===== src/rtl/lmct_pkg.sv =====
`timescale 1ns / 1ps
// Shared constants and status codes for the lock mode compatibility table.
// Used by lock_mode_compat_table; depends on nothing.
package lmct_pkg;
  localparam int DefRequestSlots = 16;
  localparam int DefModeCount    = 8;
  localparam int DefHolderSlots  = 16;

  localparam logic [2:0] ST_GRANTED  = 3'd0;
  localparam logic [2:0] ST_WAITING  = 3'd1;
  localparam logic [2:0] ST_TIMEOUT  = 3'd2;
  localparam logic [2:0] ST_RELEASED = 3'd3;
  localparam logic [2:0] ST_BAD      = 3'd4;
  localparam logic [2:0] ST_FULL     = 3'd5;
  localparam logic [2:0] ST_WOKEN    = 3'd6;

  localparam logic OP_LOCK   = 1'b0;
  localparam logic OP_UNLOCK = 1'b1;
endpackage


===== src/rtl/lock_mode_compat_table.sv =====
`timescale 1ns / 1ps
// Lock table for one entity: grant, queue, release and wake of lock requests.
// A lock runs the holder search before its decision; a bad or waiter unlock does not. A granted
// unlock runs the search, then checks the wait queue entry by entry and runs the search again
// for each waiter that does not conflict (a waiter with no holder room stays queued).
// The holder search shares one 64-bit comparator, one entry a cycle. One word at a time:
// busy falls in the cycle the last result is shown; the receiver cannot stall. Sync reset.
module lock_mode_compat_table
  import lmct_pkg::*;
#(
  parameter int REQUEST_SLOTS = lmct_pkg::DefRequestSlots,
  parameter int MODE_COUNT    = lmct_pkg::DefModeCount,
  parameter int HOLDER_SLOTS  = lmct_pkg::DefHolderSlots
) (
  input  logic        clk,
  input  logic        rst,
  input  logic        start,
  output logic        busy,
  input  logic        operation,
  input  logic [63:0] txn_id,
  input  logic [2:0]  lock_mode,
  input  logic        no_wait,
  input  logic [3:0]  request_handle,
  input  logic        cfg_valid,
  output logic        cfg_ready,
  input  logic [63:0] cfg_data,
  output logic        result_valid,
  output logic [2:0]  status,
  output logic [3:0]  handle,
  output logic [63:0] woken_txn,
  output logic [7:0]  granted_modes,
  output logic [7:0]  waiting_modes,
  output logic        last
);
  localparam int SW = $clog2(REQUEST_SLOTS);
  localparam int HW = $clog2(HOLDER_SLOTS);
  localparam int CW = $clog2(REQUEST_SLOTS + 1);
  localparam int LW = $clog2(REQUEST_SLOTS + 1);

  localparam logic [3:0] S_IDLE     = 4'd0;
  localparam logic [3:0] S_UNLOCK   = 4'd1;
  localparam logic [3:0] S_HSCAN    = 4'd2;
  localparam logic [3:0] S_LOCK_DEC = 4'd3;
  localparam logic [3:0] S_REL_DEC  = 4'd4;
  localparam logic [3:0] S_WCHECK   = 4'd5;
  localparam logic [3:0] S_WAKE_DEC = 4'd6;
  localparam logic [3:0] S_STAGE    = 4'd7;
  localparam logic [3:0] S_FINISH   = 4'd8;

  logic [3:0]  state, scan_ret, stage_ret;
  logic [63:0] conflict_matrix;
  logic [REQUEST_SLOTS-1:0] slot_used, slot_is_waiting;
  logic [2:0]  slot_mode [REQUEST_SLOTS];
  logic [63:0] slot_txn [REQUEST_SLOTS];
  logic [SW-1:0] wait_queue [REQUEST_SLOTS];
  logic [LW-1:0] wait_length;
  logic [CW-1:0] granted_cnt [MODE_COUNT];
  logic [CW-1:0] waiting_cnt [MODE_COUNT];
  logic [63:0] holder_txn [HOLDER_SLOTS];
  logic [CW-1:0] holder_grants [HOLDER_SLOTS];

  // Latched request.
  logic        req_nowait;
  logic        req_bad;
  logic [2:0]  req_mode;
  logic [SW-1:0] req_slot;
  logic [63:0] key;

  // Holder search.
  logic [HW-1:0] hi;
  logic        found_v, free_v;
  logic [HW-1:0] found_idx, free_idx;

  // Wake scan.
  logic [LW-1:0] qi;
  logic [SW-1:0] wake_slot;

  // Event just produced and the word waiting to go out.
  logic [2:0]  ev_status;
  logic [SW-1:0] ev_handle;
  logic [63:0] ev_txn;
  logic        pend_valid;
  logic [2:0]  pend_status;
  logic [SW-1:0] pend_handle;
  logic [63:0] pend_txn;
  logic [7:0]  pend_g, pend_w;

  logic [7:0]  gmask, wmask;
  logic [2:0]  in_mode;
  logic [SW-1:0] free_slot;
  logic        free_slot_v;
  logic [SW-1:0] q_pos;
  logic        q_hit;
  logic        hmatch;
  logic [SW-1:0] q_head;
  logic [2:0]  q_mode;

  assign busy      = (state != S_IDLE);
  assign cfg_ready = 1'b1;

  always_comb begin
    gmask = '0;
    wmask = '0;
    for (int m = 0; m < MODE_COUNT; m++) begin
      gmask[m] = (granted_cnt[m] != '0);
      wmask[m] = (waiting_cnt[m] != '0);
    end
  end

  function automatic logic conflicts(input logic [63:0] cm, input logic [2:0] md,
                                     input logic [7:0] gm);
    return (cm[{md, 3'b000} +: 8] & gm) != 8'd0;
  endfunction

  assign in_mode = (32'(lock_mode) >= MODE_COUNT) ? 3'(MODE_COUNT - 1) : lock_mode;

  always_comb begin
    free_slot   = '0;
    free_slot_v = 1'b0;
    for (int i = REQUEST_SLOTS - 1; i >= 0; i--) begin
      if (!slot_used[i]) begin
        free_slot   = SW'(i);
        free_slot_v = 1'b1;
      end
    end
  end

  always_comb begin
    q_pos = '0;
    q_hit = 1'b0;
    for (int i = 0; i < REQUEST_SLOTS; i++) begin
      if (!q_hit && (LW'(i) < wait_length) && (wait_queue[i] == req_slot)) begin
        q_pos = SW'(i);
        q_hit = 1'b1;
      end
    end
  end

  // The one shared comparator of the holder search.
  assign hmatch = (holder_txn[hi] == key);
  assign q_head = wait_queue[qi[SW-1:0]];
  assign q_mode = slot_mode[q_head];

  always_ff @(posedge clk) begin
    if (rst) begin
      state           <= S_IDLE;
      conflict_matrix <= '0;
      slot_used       <= '0;
      slot_is_waiting <= '0;
      wait_length     <= '0;
      pend_valid      <= 1'b0;
      result_valid    <= 1'b0;
      for (int m = 0; m < MODE_COUNT; m++) begin
        granted_cnt[m] <= '0;
        waiting_cnt[m] <= '0;
      end
      for (int h = 0; h < HOLDER_SLOTS; h++) begin
        holder_grants[h] <= '0;
      end
    end else begin
      result_valid <= (state == S_FINISH) || ((state == S_STAGE) && pend_valid);
      if (cfg_valid && cfg_ready) begin
        conflict_matrix <= cfg_data;
      end
      unique case (state)
        S_IDLE: begin
          if (start) begin
            req_nowait <= no_wait;
            req_mode   <= in_mode;
            req_bad    <= (32'(request_handle) >= REQUEST_SLOTS);
            req_slot   <= (32'(request_handle) >= REQUEST_SLOTS) ? '0 : SW'(request_handle);
            key        <= txn_id;
            hi         <= '0;
            found_v    <= 1'b0;
            free_v     <= 1'b0;
            if (operation == OP_LOCK) begin
              scan_ret <= S_LOCK_DEC;
              state    <= S_HSCAN;
            end else begin
              state <= S_UNLOCK;
            end
            ev_handle <= SW'(request_handle);
          end
        end
        S_UNLOCK: begin
          ev_txn    <= '0;
          stage_ret <= S_FINISH;
          if (req_bad || !slot_used[req_slot]) begin
            ev_status <= ST_BAD;
            state     <= S_STAGE;
          end else if (slot_is_waiting[req_slot]) begin
            if (q_hit) begin
              for (int i = 0; i < REQUEST_SLOTS - 1; i++) begin
                if (SW'(i) >= q_pos) wait_queue[i] <= wait_queue[i+1];
              end
              wait_length <= wait_length - 1'b1;
            end
            if (waiting_cnt[slot_mode[req_slot]] != '0) begin
              waiting_cnt[slot_mode[req_slot]] <= waiting_cnt[slot_mode[req_slot]] - 1'b1;
            end
            slot_used[req_slot]       <= 1'b0;
            slot_is_waiting[req_slot] <= 1'b0;
            ev_status <= ST_RELEASED;
            state     <= S_STAGE;
          end else begin
            if (granted_cnt[slot_mode[req_slot]] != '0) begin
              granted_cnt[slot_mode[req_slot]] <= granted_cnt[slot_mode[req_slot]] - 1'b1;
            end
            slot_used[req_slot] <= 1'b0;
            key      <= slot_txn[req_slot];
            scan_ret <= S_REL_DEC;
            state    <= S_HSCAN;
          end
        end
        S_HSCAN: begin
          if (holder_grants[hi] != '0) begin
            if (hmatch && !found_v) begin
              found_v   <= 1'b1;
              found_idx <= hi;
            end
          end else if (!free_v) begin
            free_v   <= 1'b1;
            free_idx <= hi;
          end
          hi <= hi + 1'b1;
          if (32'(hi) == HOLDER_SLOTS - 1) begin
            state <= scan_ret;
          end
        end
        S_LOCK_DEC: begin
          logic grant;
          logic [HW-1:0] h;
          grant = found_v || (!conflicts(conflict_matrix, req_mode, gmask) &&
                              wait_length == '0);
          h = found_v ? found_idx : free_idx;
          ev_txn    <= '0;
          stage_ret <= S_FINISH;
          state     <= S_STAGE;
          if (!grant && req_nowait) begin
            ev_status <= ST_TIMEOUT;
            ev_handle <= '0;
          end else if (!free_slot_v || (grant && !found_v && !free_v)) begin
            ev_status <= ST_FULL;
            ev_handle <= '0;
          end else begin
            ev_handle <= free_slot;
            slot_used[free_slot] <= 1'b1;
            slot_mode[free_slot] <= req_mode;
            slot_txn[free_slot]  <= key;
            if (grant) begin
              slot_is_waiting[free_slot] <= 1'b0;
              holder_txn[h]        <= key;
              holder_grants[h]     <= holder_grants[h] + 1'b1;
              granted_cnt[req_mode] <= granted_cnt[req_mode] + 1'b1;
              ev_status <= ST_GRANTED;
            end else begin
              slot_is_waiting[free_slot] <= 1'b1;
              if (32'(wait_length) < REQUEST_SLOTS) begin
                wait_queue[wait_length[SW-1:0]] <= free_slot;
                wait_length <= wait_length + 1'b1;
              end
              waiting_cnt[req_mode] <= waiting_cnt[req_mode] + 1'b1;
              ev_status <= ST_WAITING;
            end
          end
        end
        S_REL_DEC: begin
          if (found_v) begin
            holder_grants[found_idx] <= holder_grants[found_idx] - 1'b1;
          end
          ev_status <= ST_RELEASED;
          ev_txn    <= '0;
          qi        <= '0;
          stage_ret <= S_WCHECK;
          state     <= S_STAGE;
        end
        S_WCHECK: begin
          if (qi >= wait_length || 32'(qi) >= REQUEST_SLOTS) begin
            state <= S_FINISH;
          end else if (conflicts(conflict_matrix, q_mode, gmask)) begin
            qi <= qi + 1'b1;
          end else begin
            wake_slot <= q_head;
            key       <= slot_txn[q_head];
            hi        <= '0;
            found_v   <= 1'b0;
            free_v    <= 1'b0;
            scan_ret  <= S_WAKE_DEC;
            state     <= S_HSCAN;
          end
        end
        S_WAKE_DEC: begin
          logic [HW-1:0] h;
          h = found_v ? found_idx : free_idx;
          if (!found_v && !free_v) begin
            qi    <= qi + 1'b1;
            state <= S_WCHECK;
          end else begin
            for (int i = 0; i < REQUEST_SLOTS - 1; i++) begin
              if (LW'(i) >= qi) wait_queue[i] <= wait_queue[i+1];
            end
            wait_length <= wait_length - 1'b1;
            if (waiting_cnt[slot_mode[wake_slot]] != '0) begin
              waiting_cnt[slot_mode[wake_slot]] <= waiting_cnt[slot_mode[wake_slot]] - 1'b1;
            end
            granted_cnt[slot_mode[wake_slot]] <= granted_cnt[slot_mode[wake_slot]] + 1'b1;
            holder_txn[h]    <= key;
            holder_grants[h] <= holder_grants[h] + 1'b1;
            slot_is_waiting[wake_slot] <= 1'b0;
            ev_status <= ST_WOKEN;
            ev_handle <= wake_slot;
            ev_txn    <= key;
            stage_ret <= S_WCHECK;
            state     <= S_STAGE;
          end
        end
        S_STAGE: begin
          // A word is held back one event so that its last flag is known.
          if (pend_valid) begin
            status        <= pend_status;
            handle        <= 4'(pend_handle);
            woken_txn     <= pend_txn;
            granted_modes <= pend_g;
            waiting_modes <= pend_w;
            last          <= 1'b0;
          end
          pend_valid  <= 1'b1;
          pend_status <= ev_status;
          pend_handle <= ev_handle;
          pend_txn    <= ev_txn;
          pend_g      <= gmask;
          pend_w      <= wmask;
          state       <= stage_ret;
        end
        S_FINISH: begin
          status        <= pend_status;
          handle        <= 4'(pend_handle);
          woken_txn     <= pend_txn;
          granted_modes <= pend_g;
          waiting_modes <= pend_w;
          last          <= 1'b1;
          pend_valid    <= 1'b0;
          state         <= S_IDLE;
        end
        default: state <= S_IDLE;
      endcase
    end
  end

  a_len_bound: assert property (@(posedge clk) disable iff (rst)
    32'(wait_length) <= REQUEST_SLOTS) else $error("wait queue overran");
  a_queue_in_used: assert property (@(posedge clk) disable iff (rst)
    $countones(slot_is_waiting) == 32'(wait_length)) else $error("queue and slots disagree");
  a_start_busy: assert property (@(posedge clk) disable iff (rst)
    start && !busy |=> busy) else $error("accepted word did not raise busy");
  a_last_ends: assert property (@(posedge clk) disable iff (rst)
    result_valid && last |-> !busy && !pend_valid) else $error("result after last");
endmodule

===== config.mk =====
export PLATFORM = sky130hd
export DESIGN_NAME = lock_mode_compat_table
export DESIGN_NICKNAME = d
export VERILOG_FILES = /design/src/rtl/lmct_pkg.sv /design/src/rtl/lock_mode_compat_table.sv
export SDC_FILE = /design/constraint.sdc
export NUM_CORES = 2
export LEC_CHECK = 0
export ABC_AREA = 1
export ABC_CLOCK_PERIOD_IN_PS = 13870
export BUFFER_PORTS_ARGS = -buffer_cell sky130_fd_sc_hd__buf_2
export CAP_MARGIN = 5
export CORE_MARGIN = 2
export CORE_UTILIZATION = 35
export CTS_BUF_LIST = sky130_fd_sc_hd__clkbuf_8
export CTS_CLUSTER_SIZE = 28
export DETAILED_ROUTE_END_ITERATION = 12
export SLEW_MARGIN = 20
export SYNTH_ARGS = -nofsm -noshare
export SYNTH_HDL_FRONTEND = slang
export SYNTH_SLANG_ARGS = --single-unit

===== constraint.sdc =====
create_clock -name clk -period 13.87 [get_ports clk]
set_input_delay 2.0805 -clock clk [delete_from_list [all_inputs] [get_ports clk]]
set_output_delay 2.0805 -clock clk [all_outputs]
set_load 0.005 [all_outputs]

==> flow_summary.rst <==
.. list-table::
   :header-rows: 1

   * - Metric
     - Value
   * - Max rail drop VDD
     - 0.000163 V
   * - Number of flops mapped to enable cells by yosys
     - 2,666
   * - Post-synthesis sequential area ratio
     - 65.5%
   * - Unique cell type count in the Yosys netlist
     - 67
   * - Vias after detailed routing
     - 98,400
   * - Rows
     - 220
   * - Final estimated routing congestion in global placement
     - 0.930
   * - Number of buffers created by CTS
     - around 460
   * - Clock-pin slew reported for the worst setup and hold paths after clock tree synthesis
     - 60 ps
   * - Average cell area after synthesis
     - about 11 sq um
   * - HPWL after DPL
     - 238,000 um
   * - Routed length on met3
     - 40,400 um
   * - Min setup slack post-route
     - approximately 6500 ps
   * - Port Buffer Count
     - 230
   * - Tot Pwr
     - 27.9 mW
   * - CTS tree
     - built
   * - Reg2Reg Depth
     - 23
   * - Fraction of registers with async set/reset
     - 0%
   * - Maximum level of the CTS H-tree
     - 5
   * - Total met2 wirelength after detailed routing
     - approximately 190,000 um
   * - GRT Resource Usage Total
     - 22.2%
   * - Number of slew-limit violations in the final report
     - 0
   * - Full die area
     - 366,000 sq um
   * - Cells resized by post-CTS repair
     - 0
   * - Leading cell type by number of instances after synthesis
     - sky130_fd_sc_hd__edfxtp_1
   * - Critical register-to-register path endpoint
     - key[26]
   * - Post-DR wirelength/cell
     - 24.8 um
   * - Largest net degree at the start of global routing
     - 273
   * - Startpoint-to-endpoint class of the critical path
     - flop to flop
   * - Wirelength, routed
     - 425,000 um
   * - Nets in the synthesized netlist
     - 12,100
   * - Fmax
     - 0.135 GHz
   * - Max-capacitance violation count
     - 0
   * - Top cell type by total area after synthesis
     - sky130_fd_sc_hd__edfxtp_1
   * - Element type at the critical path end
     - flop
   * - Total of warnings raised by yosys
     - 0
   * - DRT met1 WL
     - 169,000 um
   * - Top metal layer carrying routed signals
     - met5
   * - Initial Util
     - 35.1%
   * - Post CTS Setup Buffer Count
     - 0
   * - Required time at the endpoint of the critical path
     - approximately 15,000 ps
   * - Wire length of the first global-routing pass
     - 611,000 um
   * - Min-Delay Path Depth
     - 0
   * - First-pass detailed-route iteration total
     - 8
   * - 1st-iter DRT viols
     - 13,400
   * - Synth Register Bits
     - 2,796
   * - Total congestion overflow
     - 0
   * - Worst slack at placement
     - 6280 ps
   * - Remaining antenna violation count after routing
     - 0
   * - Number of placed instances, taps included
     - 16,300
   * - Final critical delay including setup and external delays
     - 7400 ps
   * - Netlist Area Pre-Place
     - 126,000 sq um
   * - TritonCTS Sinks
     - 2,796
   * - Buffers from clock root to sink, at most
     - 4
   * - Proportion of netlist area held by the largest area contributor
     - a little under two thirds
   * - Count of endpoints failing setup in the final report
     - 0
   * - Crit Path Max Fanout
     - 189
   * - Min-delay src
     - ev_txn[53]
   * - Worst slew slack as a fraction of its limit
     - between 20% and 30%
   * - Worst reg-to-reg setup slack
     - approximately 6500 ps
   * - Total power per unit cell area
     - 199 nW/um^2
   * - Clock latency reported for the late side of the worst-skew pair
     - 1190 ps
   * - Width of the die
     - 605 um
   * - Worst hold endpoint
     - pend_txn[53]
   * - Die Height
     - 605 um
   * - Remaining routing DRC violations
     - 0
   * - Synth top cells by count
     - sky130_fd_sc_hd__edfxtp_1 (2,666), sky130_fd_sc_hd__o21ai_0 (2,122), sky130_fd_sc_hd__nor2_1 (2,033)
   * - Hold buffers post-CTS
     - 0
   * - Hold violation total from the final report
     - 0
   * - Setup_tns
     - 0 ps
   * - Ratio of routed vias to standard cells
     - 5.75
   * - Placeable core region
     - between 300,000 and 400,000 sq um
   * - Worst clock skew
     - 133 ps
   * - Final cycle utilization of the critical path
     - about 53%
   * - Area Overhead vs Synth
     - 11.3%
   * - Data arrival, critical path
     - 8090 ps
   * - Cell count after synthesis
     - ~12,000
   * - Layout Nets
     - 12,100
   * - Hold Path Class
     - flop to flop
   * - Setup repair after global routing missed its margin
     - false
   * - Number of antenna violations at the first check in global routing
     - 16
   * - Slew of the pin with the lowest slew margin
     - roughly 1200 ps
   * - Vias in the first global route
     - about 92,000
   * - Non-filler cells in the finished layout
     - about 17,000
   * - Prevailing post-synth register cell
     - sky130_fd_sc_hd__edfxtp_1
   * - Leading post-synthesis cells by cell area
     - sky130_fd_sc_hd__edfxtp_1 (63%), sky130_fd_sc_hd__o21ai_0 (8.4%), sky130_fd_sc_hd__nor2_1 (6.0%), sky130_fd_sc_hd__nand2_1 (3.4%), sky130_fd_sc_hd__nand3_1 (2.8%)
   * - CTS root buf
     - sky130_fd_sc_hd__clkbuf_8
   * - Outcome
     - completed
   * - Share of post-route cells with drive strength above 1
     - 9.49%
   * - Leakage power summed over all cells
     - between 40 and 50 nW
   * - Io pins
     - 232
   * - Setup crit start kind
     - flop
placed cells by master (no fill, tap or decap), drive strengths merged, types with 14 or more instances in the layout:
master   synthesis  routed
edfxtp        2666    2666
o211ai         135     135
a211oi          16      16
inv            484     642
dfxtp          130     130
nand3          703     703
o2111ai         14      14
nand4           43      43
xnor2           30      30
o221ai         306     306
nand2         1163    1163
o22ai          512     512
a31oi           23      23
nor2          2046    2046
clkbuf         683     469
nor4            26      26
a21oi          315     315
nor3            54      54
buf            174     461
xor2            57      57
o21ai         2180    2180
ha              23      23
a22oi           33      33
clkinv          13     202
sequential cells by signal (all words and copies together), names as in the netlist, 16 cells and up, named ones only:
name / count
slot_mode: 48
holder_grants: 80
conflict_matrix: 64
wait_queue: 64
key: 64
waiting_cnt: 40
slot_txn: 1024
granted_cnt: 40
woken_txn: 64
holder_txn: 1024
pend_txn: 64
ev_txn: 64
slot_used: 16
worst max path at each step:
stage	startpoint	end	slack, ps	cells after the start
3_5_place_dp	flop	key[25]	6280	26
2_1_floorplan	rst	granted_modes[0]	2280	5
4_1_cts	flop	key[50]	6210	26
3_3_place_gp	flop	key[51]	6310	25
5_1_grt	flop	key[50]	6030	23
6_report	flop	key[26]	6470	23
where the power goes:
part / switching, mW / leakage (nW) / internal (mW)
Combinational: 7.81 / 17.4 / 2.53
Clock: 3.42 / 4.81 / 3.33
Sequential: 0.450 / 25.3 / 10.4
layout make-up:
cell class              count  area, sq um
fillers                 34700       219000
flip-flops and latches   2796        82700
multi-input cells        7754        38500
clock buffers             469         6450
well taps                4773         5970
repair buffers            461         3060
inverters                 497         1940
clock inverters           360         1900
diodes                      5         12.5
critical path, stage by stage, from the launching register on:
cell and delay, ps:
sky130_fd_sc_hd__dfxtp_1 760, sky130_fd_sc_hd__inv_2 280, sky130_fd_sc_hd__nand3_1 170, sky130_fd_sc_hd__nand3_1 110, sky130_fd_sc_hd__nand3_2 310, sky130_fd_sc_hd__nand2_8 410, sky130_fd_sc_hd__inv_8 760, sky130_fd_sc_hd__buf_12 690
sky130_fd_sc_hd__nand2_1 110, sky130_fd_sc_hd__nand3_1 110, sky130_fd_sc_hd__nand3_1 80, sky130_fd_sc_hd__nand3_1 110, sky130_fd_sc_hd__nand2_2 300, sky130_fd_sc_hd__nand3_1 200, sky130_fd_sc_hd__nand3_1 80, sky130_fd_sc_hd__nand3_1 110
sky130_fd_sc_hd__nand2_1 100, sky130_fd_sc_hd__nor2_2 160, sky130_fd_sc_hd__nand2_4 120, sky130_fd_sc_hd__nand2_4 130, sky130_fd_sc_hd__nand2_1 130, sky130_fd_sc_hd__nor3_4 130, sky130_fd_sc_hd__buf_4 420, sky130_fd_sc_hd__buf_4 980
metrics by stage:
| step | hold WS (ps) | util [%] | instance area, sq um |
|---|---|---|---|
| after CTS | 391 | 39.1 | 140000 |
| final | 393 | 39.1 | 141000 |
| after global placement | 402 | 36.8 | 132000 |
| after floorplan | 400 | - | 126000 |
| after global routing | 403 | 39.1 | 141000 |
| after detailed placement | 405 | 36.8 | 132000 |
cell families (layout without fill, tap and decap cells):
kind of cell	after synthesis	count (layout)	share of synthesized area, %
and+or+nand+nor	4059	4059	13.2
buffers and inverters	1354	1787	4.29
xor gates and xnor gates	87	87	0.604
DFF	2796	2796	65.5
other	1	6	0.00297
AOI/OAI and AO/OA	3581	3581	16.2
adders and majority gates	23	23	0.228
muxes	3	3	0.0238
metal layers:
layer / up-vias / GRT usage (%)
met1: 48100 / 29.5
met2: 5638 / 35.3
li1: 43600 / -
met3: 955 / 3.36
met4: 4 / 11.7
met5: - / 0
(Power assumes the default switching activity.)
